--- src/rtl/core/m3va_pkg.sv ---
// ----------------------------------------------------------------------------
// m3va_pkg
// shared types, constants and bit helpers of the morton voxel address unit
// ----------------------------------------------------------------------------
package m3va_pkg;

    localparam int COORD_BITS = 21;
    localparam int CODE_W     = 3 * COORD_BITS;
    localparam int BS_W       = 11;
    localparam int IDX_W      = 30;
    localparam int T1_W       = 2 * BS_W;
    localparam int DIV_STG    = COORD_BITS;
    localparam int NSTG       = DIV_STG + 3;
    localparam int NLANE      = 4;

    localparam logic [BS_W-1:0]       BS_RESET  = BS_W'(8);
    localparam logic [COORD_BITS-1:0] OFFS_BIAS = COORD_BITS'(1) << (COORD_BITS - 1);

    typedef logic [2:0] t_op;
    localparam t_op OP_ENCODE = 3'd0;
    localparam t_op OP_DECODE = 3'd1;
    localparam t_op OP_ADD    = 3'd2;
    localparam t_op OP_BASE   = 3'd3;
    localparam t_op OP_INDEX  = 3'd4;
    localparam t_op OP_LOCAL  = 3'd5;

    typedef logic [COORD_BITS-1:0] t_crd;

    // payload that travels beside the divider lanes
    typedef struct packed {
        t_op             op;
        t_crd            gx;
        t_crd            gy;
        t_crd            gz;
        t_crd            cx;
        t_crd            cy;
        t_crd            cz;
        logic [BS_W-1:0] b;
    } t_side;

    // place coordinate bit i at code bit 3i
    function automatic logic [CODE_W-1:0] spread(input t_crd v);
        logic [CODE_W-1:0] r;
        r = '0;
        for (int i = 0; i < COORD_BITS; i++) begin
            r[3*i] = v[i];
        end
        return r;
    endfunction

    // pick code bit 3i+sh as coordinate bit i
    function automatic t_crd gather(input logic [CODE_W-1:0] c, input int sh);
        t_crd r;
        r = '0;
        for (int i = 0; i < COORD_BITS; i++) begin
            r[i] = c[3*i+sh];
        end
        return r;
    endfunction

endpackage

--- src/rtl/core/m3va_div_lane.sv ---
// ----------------------------------------------------------------------------
// m3va_div_lane
// pipelined restoring remainder unit, one dividend bit per stage
// ----------------------------------------------------------------------------
module m3va_div_lane
    import m3va_pkg::*;
(
    input  logic               i_clk,
    input  logic [DIV_STG:0]   i_ld,
    input  t_crd               i_dvd,
    input  logic [BS_W-1:0]    i_div,
    output logic [BS_W-1:0]    o_rem
);

    logic [COORD_BITS-1:0] r_d [0:DIV_STG];
    logic [BS_W-1:0]       r_b [0:DIV_STG];
    logic [BS_W-1:0]       r_r [0:DIV_STG];
    logic [BS_W-1:0]       n_r [1:DIV_STG];
    logic [BS_W:0]         n_t [1:DIV_STG];

    // shift in the next dividend bit and subtract when it fits
    always_comb begin
        for (int k = 1; k <= DIV_STG; k++) begin
            n_t[k] = {r_r[k-1], r_d[k-1][COORD_BITS-1]};
            if (n_t[k] >= {1'b0, r_b[k-1]}) begin
                n_r[k] = BS_W'(n_t[k] - {1'b0, r_b[k-1]});
            end else begin
                n_r[k] = n_t[k][BS_W-1:0];
            end
        end
    end

    // stage registers
    always_ff @(posedge i_clk) begin
        if (i_ld[0]) begin
            r_d[0] <= i_dvd;
            r_b[0] <= i_div;
            r_r[0] <= '0;
        end
        for (int k = 1; k <= DIV_STG; k++) begin
            if (i_ld[k]) begin
                r_d[k] <= r_d[k-1] << 1;
                r_b[k] <= r_b[k-1];
                r_r[k] <= n_r[k];
            end
        end
    end

    assign o_rem = r_r[DIV_STG];

endmodule

--- config.mk ---
export PLATFORM = sky130hd
export DESIGN_NAME = m3va_div_lane
export DESIGN_NICKNAME = d
export VERILOG_FILES = /design/src/rtl/core/m3va_pkg.sv /design/src/rtl/core/m3va_div_lane.sv
export SDC_FILE = /design/constraint.sdc
export NUM_CORES = 1
export LEC_CHECK = 0
export BUFFER_PORTS_ARGS = -buffer_cell sky130_fd_sc_hd__buf_2
export CAP_MARGIN = 20
export CORE_MARGIN = 5
export CORE_UTILIZATION = 50
export DETAILED_ROUTE_END_ITERATION = 8
export HOLD_SLACK_MARGIN = 0.1
export PLACE_DENSITY = 0.68
export REMOVE_ABC_BUFFERS = 1
export SYNTH_ARGS = -nofsm -noshare
export SYNTH_HDL_FRONTEND = slang
export SYNTH_SLANG_ARGS = --single-unit
--- constraint.sdc ---
create_clock -name i_clk -period 2.8 [get_ports i_clk]
set_input_delay 0 -clock i_clk [delete_from_list [all_inputs] [get_ports i_clk]]
set_output_delay 0 -clock i_clk [all_outputs]
set_load 0.005 [all_outputs]
==> impl_metrics.csv <==
group,metric,value,unit
synth,seq_area_frac_synth,0.608,
placement,place_hpwl,46.3,mm
synth,synth.top_cell.area_share,0.608,
placement,port_buffers,65,
cts,htree_num_levels,3,
layout,instances_no_fill,3750,
drt,num_vias,20600,
synth,ys_seq_elements,693,
global_routing,grt_max_degree,43,
cts,clk_latency,640,ps
hold_path,hold_end,"r_d[0][14]",
synth,synth_edf_count,693,
hold_path,hold_path_startpoint,"i_dvd[14]",
drt,ant_nets,0,
sta,worstMarginPinSlew,1010,ps
synth,async_reset_ff_frac,0,
layout,fin_nets,3120,
power,powerDensity,1030,mW/mm^2
global_routing,grt_pass1_vias,21300,
sta,fin_worst_skew,54.5,ps
drt,dr.pass1.iters,5,
setup_path,critPathCaptureType,"flop",
placement,place_ws,-49.0,ps
setup_path,crit_fanout,5,
floorplanning,die-area,0.0737,sq mm
floorplanning,die_h,272,microns
floorplanning,core,0.0675,sq mm
global_routing,antenna_found_initial,0,
setup_path,start_kind,"flop",
floorplanning,dieWidth,272,microns
hold_path,hold_path_class,"in -> reg",
drt,wl_per_cell,17.6,microns
setup_path,crit_type,"reg -> reg",
synth,synth_xor_area_frac,0.0310,
floorplanning,start_util,0.507,
run,drv_cap,0,
synth,synth_cell_types,55,
layout,diodes,0,
drt,drc,0,
synth,ys.flop_type,"edfxtp_1",
placement,placedCellCount,3503,
setup_path,reg2reg_from,"r_b[2][11]",
drt,vias_per_cell,5.50,
placement,place_area,0.0358,sq mm
global_routing,grt_use_total,0.174,
layout,drive_above_1_share,0.164,
synth,synth_area_per_cell,13.4,sq um
synth,synthAdderAreaFrac,0.0929,
cts,clkSinkCount,693,
placement,place.gp.congestion,0.897,
synth,netlist_instances,2549,
hold_path,hold_depth,2,
status,outcome,"finished clean",
floorplanning,num_io_pins,66,
setup_path,crit_arrival,3120,ps
synth,synthMuxAreaShare,0.0727,
synth,synthSimpleGateAreaFrac,0.0535,
setup_path,ff2ff_setup_slack,50,ps
drt,drt-total-wl,65.9,mm
sta,tns,0,ps
cts,cts_tree,"done",
sta,relSlewSlack,0.329,
power,vdd_ir_drop_max,645,uV
sta,setup_violations,0,
layout,final_cell_mix,"693 x edfxtp_1, 279 x inv_1, 218 x ha_1",
setup_path,cp.required,3170,ps
layout,layout_commonest_cell,"edfxtp_1",
synth,ys_warn_count,0,
floorplanning,rows,95,
power,p_leak,15.7,nW
setup_path,r2r-end,"r_r[2][27]",
layout,area_growth_syn_to_layout,15.3,%
synth,synth_area_leaders,"edfxtp_1 61%, ha_1 8.1%, mux2_2 5.4%",
sta,drv_slew,0,
setup_path,r2r_cells,9,
cts,clockRootBuffer,"clkbuf_16",
cts,clk_path_buf_depth,3,
synth,yosysTopAreaCell,"edfxtp_1",
setup_path,critPathLaunch,"r_b[2][11]",
synth,netlist_area,0.0342,sq mm
sta,max_freq,363,MHz
drt,first_iter_violations,1027,
synth,synth_compound_area_frac,0.106,
global_routing,grt-ovfl-total,0,
sta,fin_crit_sh,0.983,
layout,fin_area,0.0394,sq mm
cts,clk_pin_slew_worst_paths,60,ps
synth,synth_top_family_by_area,"compound AO/OA/AOI/OAI gates",
power,fin_total_pwr,40.8,mW
global_routing,grt_pass1_wl,106,mm
sta,setup_ws,48.1,ps
sta,hold_viol,0,
sta,period_needed,2750,ps
cts,cts_made_buffers,74,
==> power breakdown <==
| group | leakage, nW | internal (mW) | switching, mW | total, mW |
|---|---|---|---|---|
| sequential | 6.79 | 14.3 | 1.09 | 15.4 |
| combinational | 7.75 | 8.00 | 7.89 | 15.9 |
| clock | 1.15 | 5.42 | 4.09 | 9.51 |
| total | 15.7 | 27.7 | 13.1 | 40.8 |
==> cell families (layout without fill, tap and decap cells) <==
family / after synthesis / after routing
buf+inv: 305 / 633
xor+xnor: 121 / 121
compound gates: 556 / 556
simple gates: 412 / 412
mux: 220 / 220
flops: 693 / 693
fa+ha+maj: 242 / 242
==> worst max-delay path, stage by stage, from the launching register on <==
cell      delay (ps)
edfxtp_1         390
ha_1             230
fa_2             360
nand2b_1         180
a21oi_2          180
a41o_1           160
a21oi_1          130
o31ai_2          300
buf_4            220
mux2_2           340
==> cell usage after synthesis (all sizes together) (22+ instances only) <==
cell type and number:
nand2 103, a21o 41, mux2 180, xnor2 104, inv 279, o311ai 22, o21ai 92, edfxtp 693
mux2i 40, ha 222, nand2b 23, nor2 180, a21oi 211, nor3 37, o21a 55
==> layout make-up <==
type	count	area (sq um)
clock inverters	37	469
fillers	5130	28100
multi-input cells	1551	12300
well taps	873	1090
clock buffers	93	1920
inverters	279	1050
flip-flops and latches	693	20800
repair buffers	224	1790
==> sequential cells by signal (all words and copies together) (netlist names) <==
register  count
r_b         231
r_d         231
r_r         231
==> through the flow <==
step	util	hold WS, ps
after floorplan	-	98.9
after global placement	0.530	178
after detailed placement	0.530	179
after CTS	0.578	104
after global routing	0.584	139
final	0.584	169
==> how the worst max path moves through the flow <==
stage / end / cells past startpoint / slack [ps]
2_1_floorplan: r_r[0][35] / 8 / -380
3_3_place_gp: r_r[2][20] / 9 / 60
3_5_place_dp: r_r[1][80] / 9 / -50
4_1_cts: r_r[2][20] / 9 / 1
5_1_grt: r_r[2][26] / 9 / -70
6_report: r_r[2][27] / 9 / 50
==> metal layers <==
layer  share of wire  routed length (microns)  vias to the layer above  global-route usage
met5               0                        0                        -                   0
met4           0.029                     1930                        0              0.0578
met3           0.034                     2250                      138              0.0289
met2            0.52                    34100                      402               0.318
met1            0.42                    27700                    10000               0.209
li1                -                        -                    10100                   -
==> what timing repair did <==
item	4_1_cts	5_1_grt
hold endpoints to repair	680	0
pin swaps	1	14
hold buffers	85	0
buffers inserted	2	22
cloned	0	8
setup endpoints to repair	15	149
resized for setup	4	61
(Power assumes the default switching activity.)
