## config.mk

```make
export PLATFORM = sky130hd
export DESIGN_NAME = m3va_merge
export DESIGN_NICKNAME = d
export VERILOG_FILES = /design/src/rtl/core/m3va_pkg.sv /design/src/rtl/core/m3va_merge.sv
export SDC_FILE = /design/constraint.sdc
export NUM_CORES = 2
export LEC_CHECK = 0
export BUFFER_PORTS_ARGS = -buffer_cell sky130_fd_sc_hd__buf_4
export CORE_MARGIN = 5
export CORE_UTILIZATION = 40
export CTS_BUF_LIST = sky130_fd_sc_hd__clkbuf_4
export CTS_CLUSTER_SIZE = 30
export DETAILED_ROUTE_END_ITERATION = 8
export PLACE_DENSITY = 0.57
export SLEW_MARGIN = 20
export SYNTH_ARGS = -nofsm -noshare
export SYNTH_HDL_FRONTEND = slang
export SYNTH_SLANG_ARGS = --single-unit
```

## constraint.sdc

```tcl
create_clock -name i_clk -period 10.7 [get_ports i_clk]
set_input_delay 3.21 -clock i_clk [delete_from_list [all_inputs] [get_ports i_clk]]
set_output_delay 3.21 -clock i_clk [all_outputs]
set_load 0.03 [all_outputs]
```

## src/rtl/core/m3va_pkg.sv

```systemverilog
// ----------------------------------------------------------------------------
// m3va_pkg
// shared types, constants and bit helpers of the morton voxel address unit
// ----------------------------------------------------------------------------
package m3va_pkg;

    localparam int COORD_BITS = 21;
    localparam int CODE_W     = 3 * COORD_BITS;
    localparam int BS_W       = 11;
    localparam int IDX_W      = 30;
    localparam int T1_W       = 2 * BS_W;
    localparam int DIV_STG    = COORD_BITS;
    localparam int NSTG       = DIV_STG + 3;
    localparam int NLANE      = 4;

    localparam logic [BS_W-1:0]       BS_RESET  = BS_W'(8);
    localparam logic [COORD_BITS-1:0] OFFS_BIAS = COORD_BITS'(1) << (COORD_BITS - 1);

    typedef logic [2:0] t_op;
    localparam t_op OP_ENCODE = 3'd0;
    localparam t_op OP_DECODE = 3'd1;
    localparam t_op OP_ADD    = 3'd2;
    localparam t_op OP_BASE   = 3'd3;
    localparam t_op OP_INDEX  = 3'd4;
    localparam t_op OP_LOCAL  = 3'd5;

    typedef logic [COORD_BITS-1:0] t_crd;

    // payload that travels beside the divider lanes
    typedef struct packed {
        t_op             op;
        t_crd            gx;
        t_crd            gy;
        t_crd            gz;
        t_crd            cx;
        t_crd            cy;
        t_crd            cz;
        logic [BS_W-1:0] b;
    } t_side;

    // place coordinate bit i at code bit 3i
    function automatic logic [CODE_W-1:0] spread(input t_crd v);
        logic [CODE_W-1:0] r;
        r = '0;
        for (int i = 0; i < COORD_BITS; i++) begin
            r[3*i] = v[i];
        end
        return r;
    endfunction

    // pick code bit 3i+sh as coordinate bit i
    function automatic t_crd gather(input logic [CODE_W-1:0] c, input int sh);
        t_crd r;
        r = '0;
        for (int i = 0; i < COORD_BITS; i++) begin
            r[i] = c[3*i+sh];
        end
        return r;
    endfunction

endpackage

```

## src/rtl/core/m3va_merge.sv

```systemverilog
// ----------------------------------------------------------------------------
// m3va_merge
// combines lane remainders into codes, positions and the in-brick index
// ----------------------------------------------------------------------------
module m3va_merge
    import m3va_pkg::*;
(
    input  logic              i_clk,
    input  logic [1:0]        i_ld,
    input  t_side             i_side,
    input  logic [BS_W-1:0]   i_rx,
    input  logic [BS_W-1:0]   i_ry,
    input  logic [BS_W-1:0]   i_rz,
    input  logic [BS_W-1:0]   i_ro,
    output logic [CODE_W-1:0] o_code,
    output t_crd              o_pos_x,
    output t_crd              o_pos_y,
    output t_crd              o_pos_z,
    output logic [IDX_W-1:0]  o_idx
);

    logic [BS_W:0]       n_dx, n_dy, n_dz;
    logic [BS_W-1:0]     n_lx, n_ly, n_lz;
    t_crd                n_ux, n_uy, n_uz;
    logic [CODE_W-1:0]   n_code;
    t_crd                n_px, n_py, n_pz;
    logic [T1_W-1:0]     n_t1;
    logic [T1_W+BS_W:0]  n_sum;

    t_op                 r_op;
    logic [CODE_W-1:0]   r_code;
    t_crd                r_px, r_py, r_pz;
    logic [T1_W-1:0]     r_t1;
    logic [BS_W-1:0]     r_lx;
    logic [BS_W-1:0]     r_b;

    logic [CODE_W-1:0]   r_code_o;
    t_crd                r_px_o, r_py_o, r_pz_o;
    logic [IDX_W-1:0]    r_idx_o;

    // positive modulo: remainder of biased value minus remainder of bias
    always_comb begin
        n_dx = {1'b0, i_rx} - {1'b0, i_ro};
        n_dy = {1'b0, i_ry} - {1'b0, i_ro};
        n_dz = {1'b0, i_rz} - {1'b0, i_ro};
        n_lx = n_dx[BS_W] ? BS_W'(n_dx + {1'b0, i_side.b}) : n_dx[BS_W-1:0];
        n_ly = n_dy[BS_W] ? BS_W'(n_dy + {1'b0, i_side.b}) : n_dy[BS_W-1:0];
        n_lz = n_dz[BS_W] ? BS_W'(n_dz + {1'b0, i_side.b}) : n_dz[BS_W-1:0];
    end

    // biased coordinates to be interleaved
    always_comb begin
        n_ux = '0;
        n_uy = '0;
        n_uz = '0;
        case (i_side.op)
            OP_ENCODE: begin
                n_ux = i_side.cx ^ OFFS_BIAS;
                n_uy = i_side.cy ^ OFFS_BIAS;
                n_uz = i_side.cz ^ OFFS_BIAS;
            end
            OP_ADD: begin
                n_ux = i_side.gx + i_side.cx;
                n_uy = i_side.gy + i_side.cy;
                n_uz = i_side.gz + i_side.cz;
            end
            OP_BASE: begin
                n_ux = i_side.gx - COORD_BITS'(n_lx);
                n_uy = i_side.gy - COORD_BITS'(n_ly);
                n_uz = i_side.gz - COORD_BITS'(n_lz);
            end
            default: begin
                n_ux = '0;
            end
        endcase
        n_code = spread(n_ux) | (spread(n_uy) << 1) | (spread(n_uz) << 2);
    end

    // positions and first half of the index
    always_comb begin
        n_px = '0;
        n_py = '0;
        n_pz = '0;
        case (i_side.op)
            OP_DECODE: begin
                n_px = i_side.gx ^ OFFS_BIAS;
                n_py = i_side.gy ^ OFFS_BIAS;
                n_pz = i_side.gz ^ OFFS_BIAS;
            end
            OP_LOCAL: begin
                n_px = COORD_BITS'(n_lx);
                n_py = COORD_BITS'(n_ly);
                n_pz = COORD_BITS'(n_lz);
            end
            default: begin
                n_px = '0;
            end
        endcase
        n_t1 = ({{BS_W{1'b0}}, n_lz} * {{BS_W{1'b0}}, i_side.b})
             + {{BS_W{1'b0}}, n_ly};
    end

    // stage one: merged results
    always_ff @(posedge i_clk) begin
        if (i_ld[0]) begin
            r_op   <= i_side.op;
            r_code <= n_code;
            r_px   <= n_px;
            r_py   <= n_py;
            r_pz   <= n_pz;
            r_t1   <= n_t1;
            r_lx   <= n_lx;
            r_b    <= i_side.b;
        end
    end

    // second half of the index
    assign n_sum = ({{(BS_W+1){1'b0}}, r_t1} * {{(T1_W+1){1'b0}}, r_b})
                 + {{(T1_W+1){1'b0}}, r_lx};

    // stage two: output register
    always_ff @(posedge i_clk) begin
        if (i_ld[1]) begin
            r_code_o <= r_code;
            r_px_o   <= r_px;
            r_py_o   <= r_py;
            r_pz_o   <= r_pz;
            r_idx_o  <= (r_op == OP_INDEX) ? n_sum[IDX_W-1:0] : '0;
        end
    end

    assign o_code  = r_code_o;
    assign o_pos_x = r_px_o;
    assign o_pos_y = r_py_o;
    assign o_pos_z = r_pz_o;
    assign o_idx   = r_idx_o;

endmodule

```

==> summary.txt <==
Floorplanning
  – Die H: 285 µm
  – Number of cell rows: 100
  – Placeable Area: 0.0747 mm²
  – Die width: 285 µm
  – Initial Util: 0.404
  – Die area: 0.0811 mm²
  – I/O pin count: 343

CTS
  – CTS Buf Count: 91
  – Postcts setup bufs: 0
  – Clk buf depth: 3
  – H-tree depth: 3
  – CTS tree: done
  – Skew-Pair Late Insertion Delay: 0.81 ns
  – Worst-path clk slew: 0.06 ns
  – TritonCTS Sinks: 329
  – Hold buffer count at cts: 0
  – Root buf cell: clkbuf_4
  – CTS resizes: 0

Yosys
  – Largest family of logic cells by synthesized area: adder cells
  – Simple-gate area share of the yosys netlist: 0.142
  – Synth Area in Adders: 0.297
  – Synthesized cell area: 0.0302 mm²
  – Flops & latches, synth: 329
  – Async set-reset flop share out of synthesis: 0
  – Synth area leader: edfxtp_1
  – Syn Nets: 3,678
  – Synth area leaders: edfxtp_1 33%, fa_1 19%, ha_1 11%
  – Post-synthesis xor/xnor area fraction: 0.0522
  – Synth cell types: 76
  – Most used DFF post-synth: edfxtp_1
  – Share of the synthesized area in the top cell type: 0.327
  – Synth Area in Compound Gates: 0.112
  – Post-synth EDFFs: 329
  – Syn avg cell area: 10.2 µm²
  – Synth Instances: 2,948
  – Ys Warns: 0
  – Mux cell area share after synthesis: 0.0111
  – Post-synthesis sequential area ratio: 0.327

Hold path
  – HP Class: flip-flop to flip-flop
  – HP Start: r_px[3]

Run
  – Max_cap viols: 0

STA
  – # setup viols final: 0
  – Setup tns final: 0 ns
  – RSZ-0062 raised after global routing: no
  – Max Fclk: 0.0982 GHz
  – Fin crit period: 10.18 ns
  – Final Hold Fails: 0
  – Max_slew headroom: 0.319
  – Tcrit/Tclk final: 0.952
  – Slew Limit Fails: 0
  – Worst Skew: 0.0532 ns
  – Worst-Margin Slew: 1.02 ns

Critical path
  – Setup crit start: i_rz[0]
  – Worst Setup End Kind: flip-flop
  – Most used cell, CP: fa_1
  – Max stage delay cell, worst path: fa_1
  – WP data required: 11.25 ns
  – Delay of the slowest critical-path stage: 0.58 ns
  – Critical Path AT: 10.73 ns
  – Reg2reg start: r_b[3]
  – Setup crit start kind: input pin
  – Crit-path max FO: 7
  – Crit Path Category: input pin to flip-flop

Finish
  – Layout cells sized above 1: 0.175
  – Synth-to-layout area growth: 16.7%
  – Most common cell after layout, fill and taps aside: buf_4
  – Most frequent cells in the layout: 399 x buf_4, 359 x nand2_1, 351 x inv_1
  – Fill count: 7,009
  – Non-filler cells, final: 4,376
  – Nets@finish: 4,062
  – Post-route design area: 0.0352 mm²

Drt
  – Initial drt markers: 1,661
  – Final WL: 88,000 µm
  – Antenna viol nets, final: 0
  – # DRC: 0
  – Pre-antenna DRT Iters: 6
  – Routed len/inst: 20.1 µm
  – Via count: 23,200
  – Vias/cell: 5.29

GRT
  – Gr usage total: 0.213
  – First-pass GRT wire length: 138,000 µm
  – Remaining Overflow, GRT: 0
  – Largest net degree at the start of global routing: 102
  – Vias in the first global route: 24,000
  – Initial antenna violation count: 10

Place
  – Detailed placement HPWL: 68,900 µm
  – Inst Count DP: 4,208
  – Placed Area: 0.0340 mm²
  – GPL Wtd Cong: 0.883
  – Port bufs: 342

Outcome
  – Status: finished clean
-- logic make-up after synthesis --
logic type | after synthesis
flip-flops | 329
AND/OR/NAND/NOR | 878
XOR/XNOR | 180
adder cells (fa/ha/maj) | 543
buffers and inverters | 462
multiplexers | 31
AO/OA/AOI/OAI | 525
-- cell usage after synthesis, types with 7 or more instances --
master	number
edfxtp_1	329
nand3_1	21
nand3b_1	8
a211o_1	7
a21o_1	49
a31oi_1	17
nor2b_1	24
xnor2_1	112
o31ai_1	13
a221o_1	7
a22o_1	34
inv_1	351
nor4_1	10
nor2_1	133
o21a_1	35
ha_1	255
o22ai_1	12
mux2i_1	10
fa_1	288
nand2b_1	30
o21bai_1	14
a32o_1	7
clkbuf_1	93
buf_2	12
or4_1	7
mux2_2	21
o21ai_0	154
nor3_1	34
a211oi_1	23
nand2_1	360
and2_1	187
xor2_1	68
or3_1	16
and3_1	19
a21oi_1	111
-- metal layers --
layer,up-vias,GRT usage,wire (µm)
met1,11500,0.290,38800
met3,109,0.0388,5680
li1,10800,-,-
met5,-,0,18
met4,4,0.0600,2020
met2,760,0.352,41500
-- state kept, by name (all words and copies together), names as in the netlist --
register,flops
o_code,63
r_code,63
o_idx,30
r_t1,22
o_pos_x,21
o_pos_y,21
o_pos_z,21
r_px,21
r_py,21
r_pz,21
r_b,11
r_lx,11
r_op,3
-- critical path: cells and delay by family --
kind,cells,cell delay [ns]
buffers and inverters,9,0.84
and+or+nand+nor,6,1.04
adders and majority gates,9,3.62
xor gates and xnor gates,2,0.20
AOI/OAI and AO/OA,9,1.81
-- stage by stage --
stage          setup slack (ns)  hold WS, ns   util
2_1_floorplan            0.0563        0.400      -
3_3_place_gp            -0.0913        0.401  0.456
3_5_place_dp             -0.304        0.405  0.456
4_1_cts                   0.601        0.341  0.471
5_1_grt                   0.112        0.363  0.472
6_report                  0.516        0.368  0.472
-- final cells by class --
| type | count | area, µm² | area share |
|---|---|---|---|
| Multi-Input combinational cell | 2157 | 18600 | 0.528 |
| Tap cell | 969 | 1210 | 0.0344 |
| Clock inverter | 32 | 208 | 0.00590 |
| Antenna cell | 7 | 17.5 | 0.000497 |
| Timing Repair Buffer | 402 | 3040 | 0.0862 |
| Clock buffer | 129 | 968 | 0.0275 |
| Sequential cell | 329 | 9880 | 0.280 |
| Inverter | 351 | 1320 | 0.0374 |
-- path summary, 6_finish.rpt --
check	end	cells past startpoint	slack, ns
worst max-delay path	r_t1[21]	35	0.52
worst min-delay path	o_pos_x[3]	0	0.37
worst max register to register	o_idx[28]	18	4.23
worst min register to register	o_pos_x[3]	0	0.37
Power is left out: the tool's default activity adds up to more than one toggle a clock period on the data nets, which glitch-free logic cannot reach.
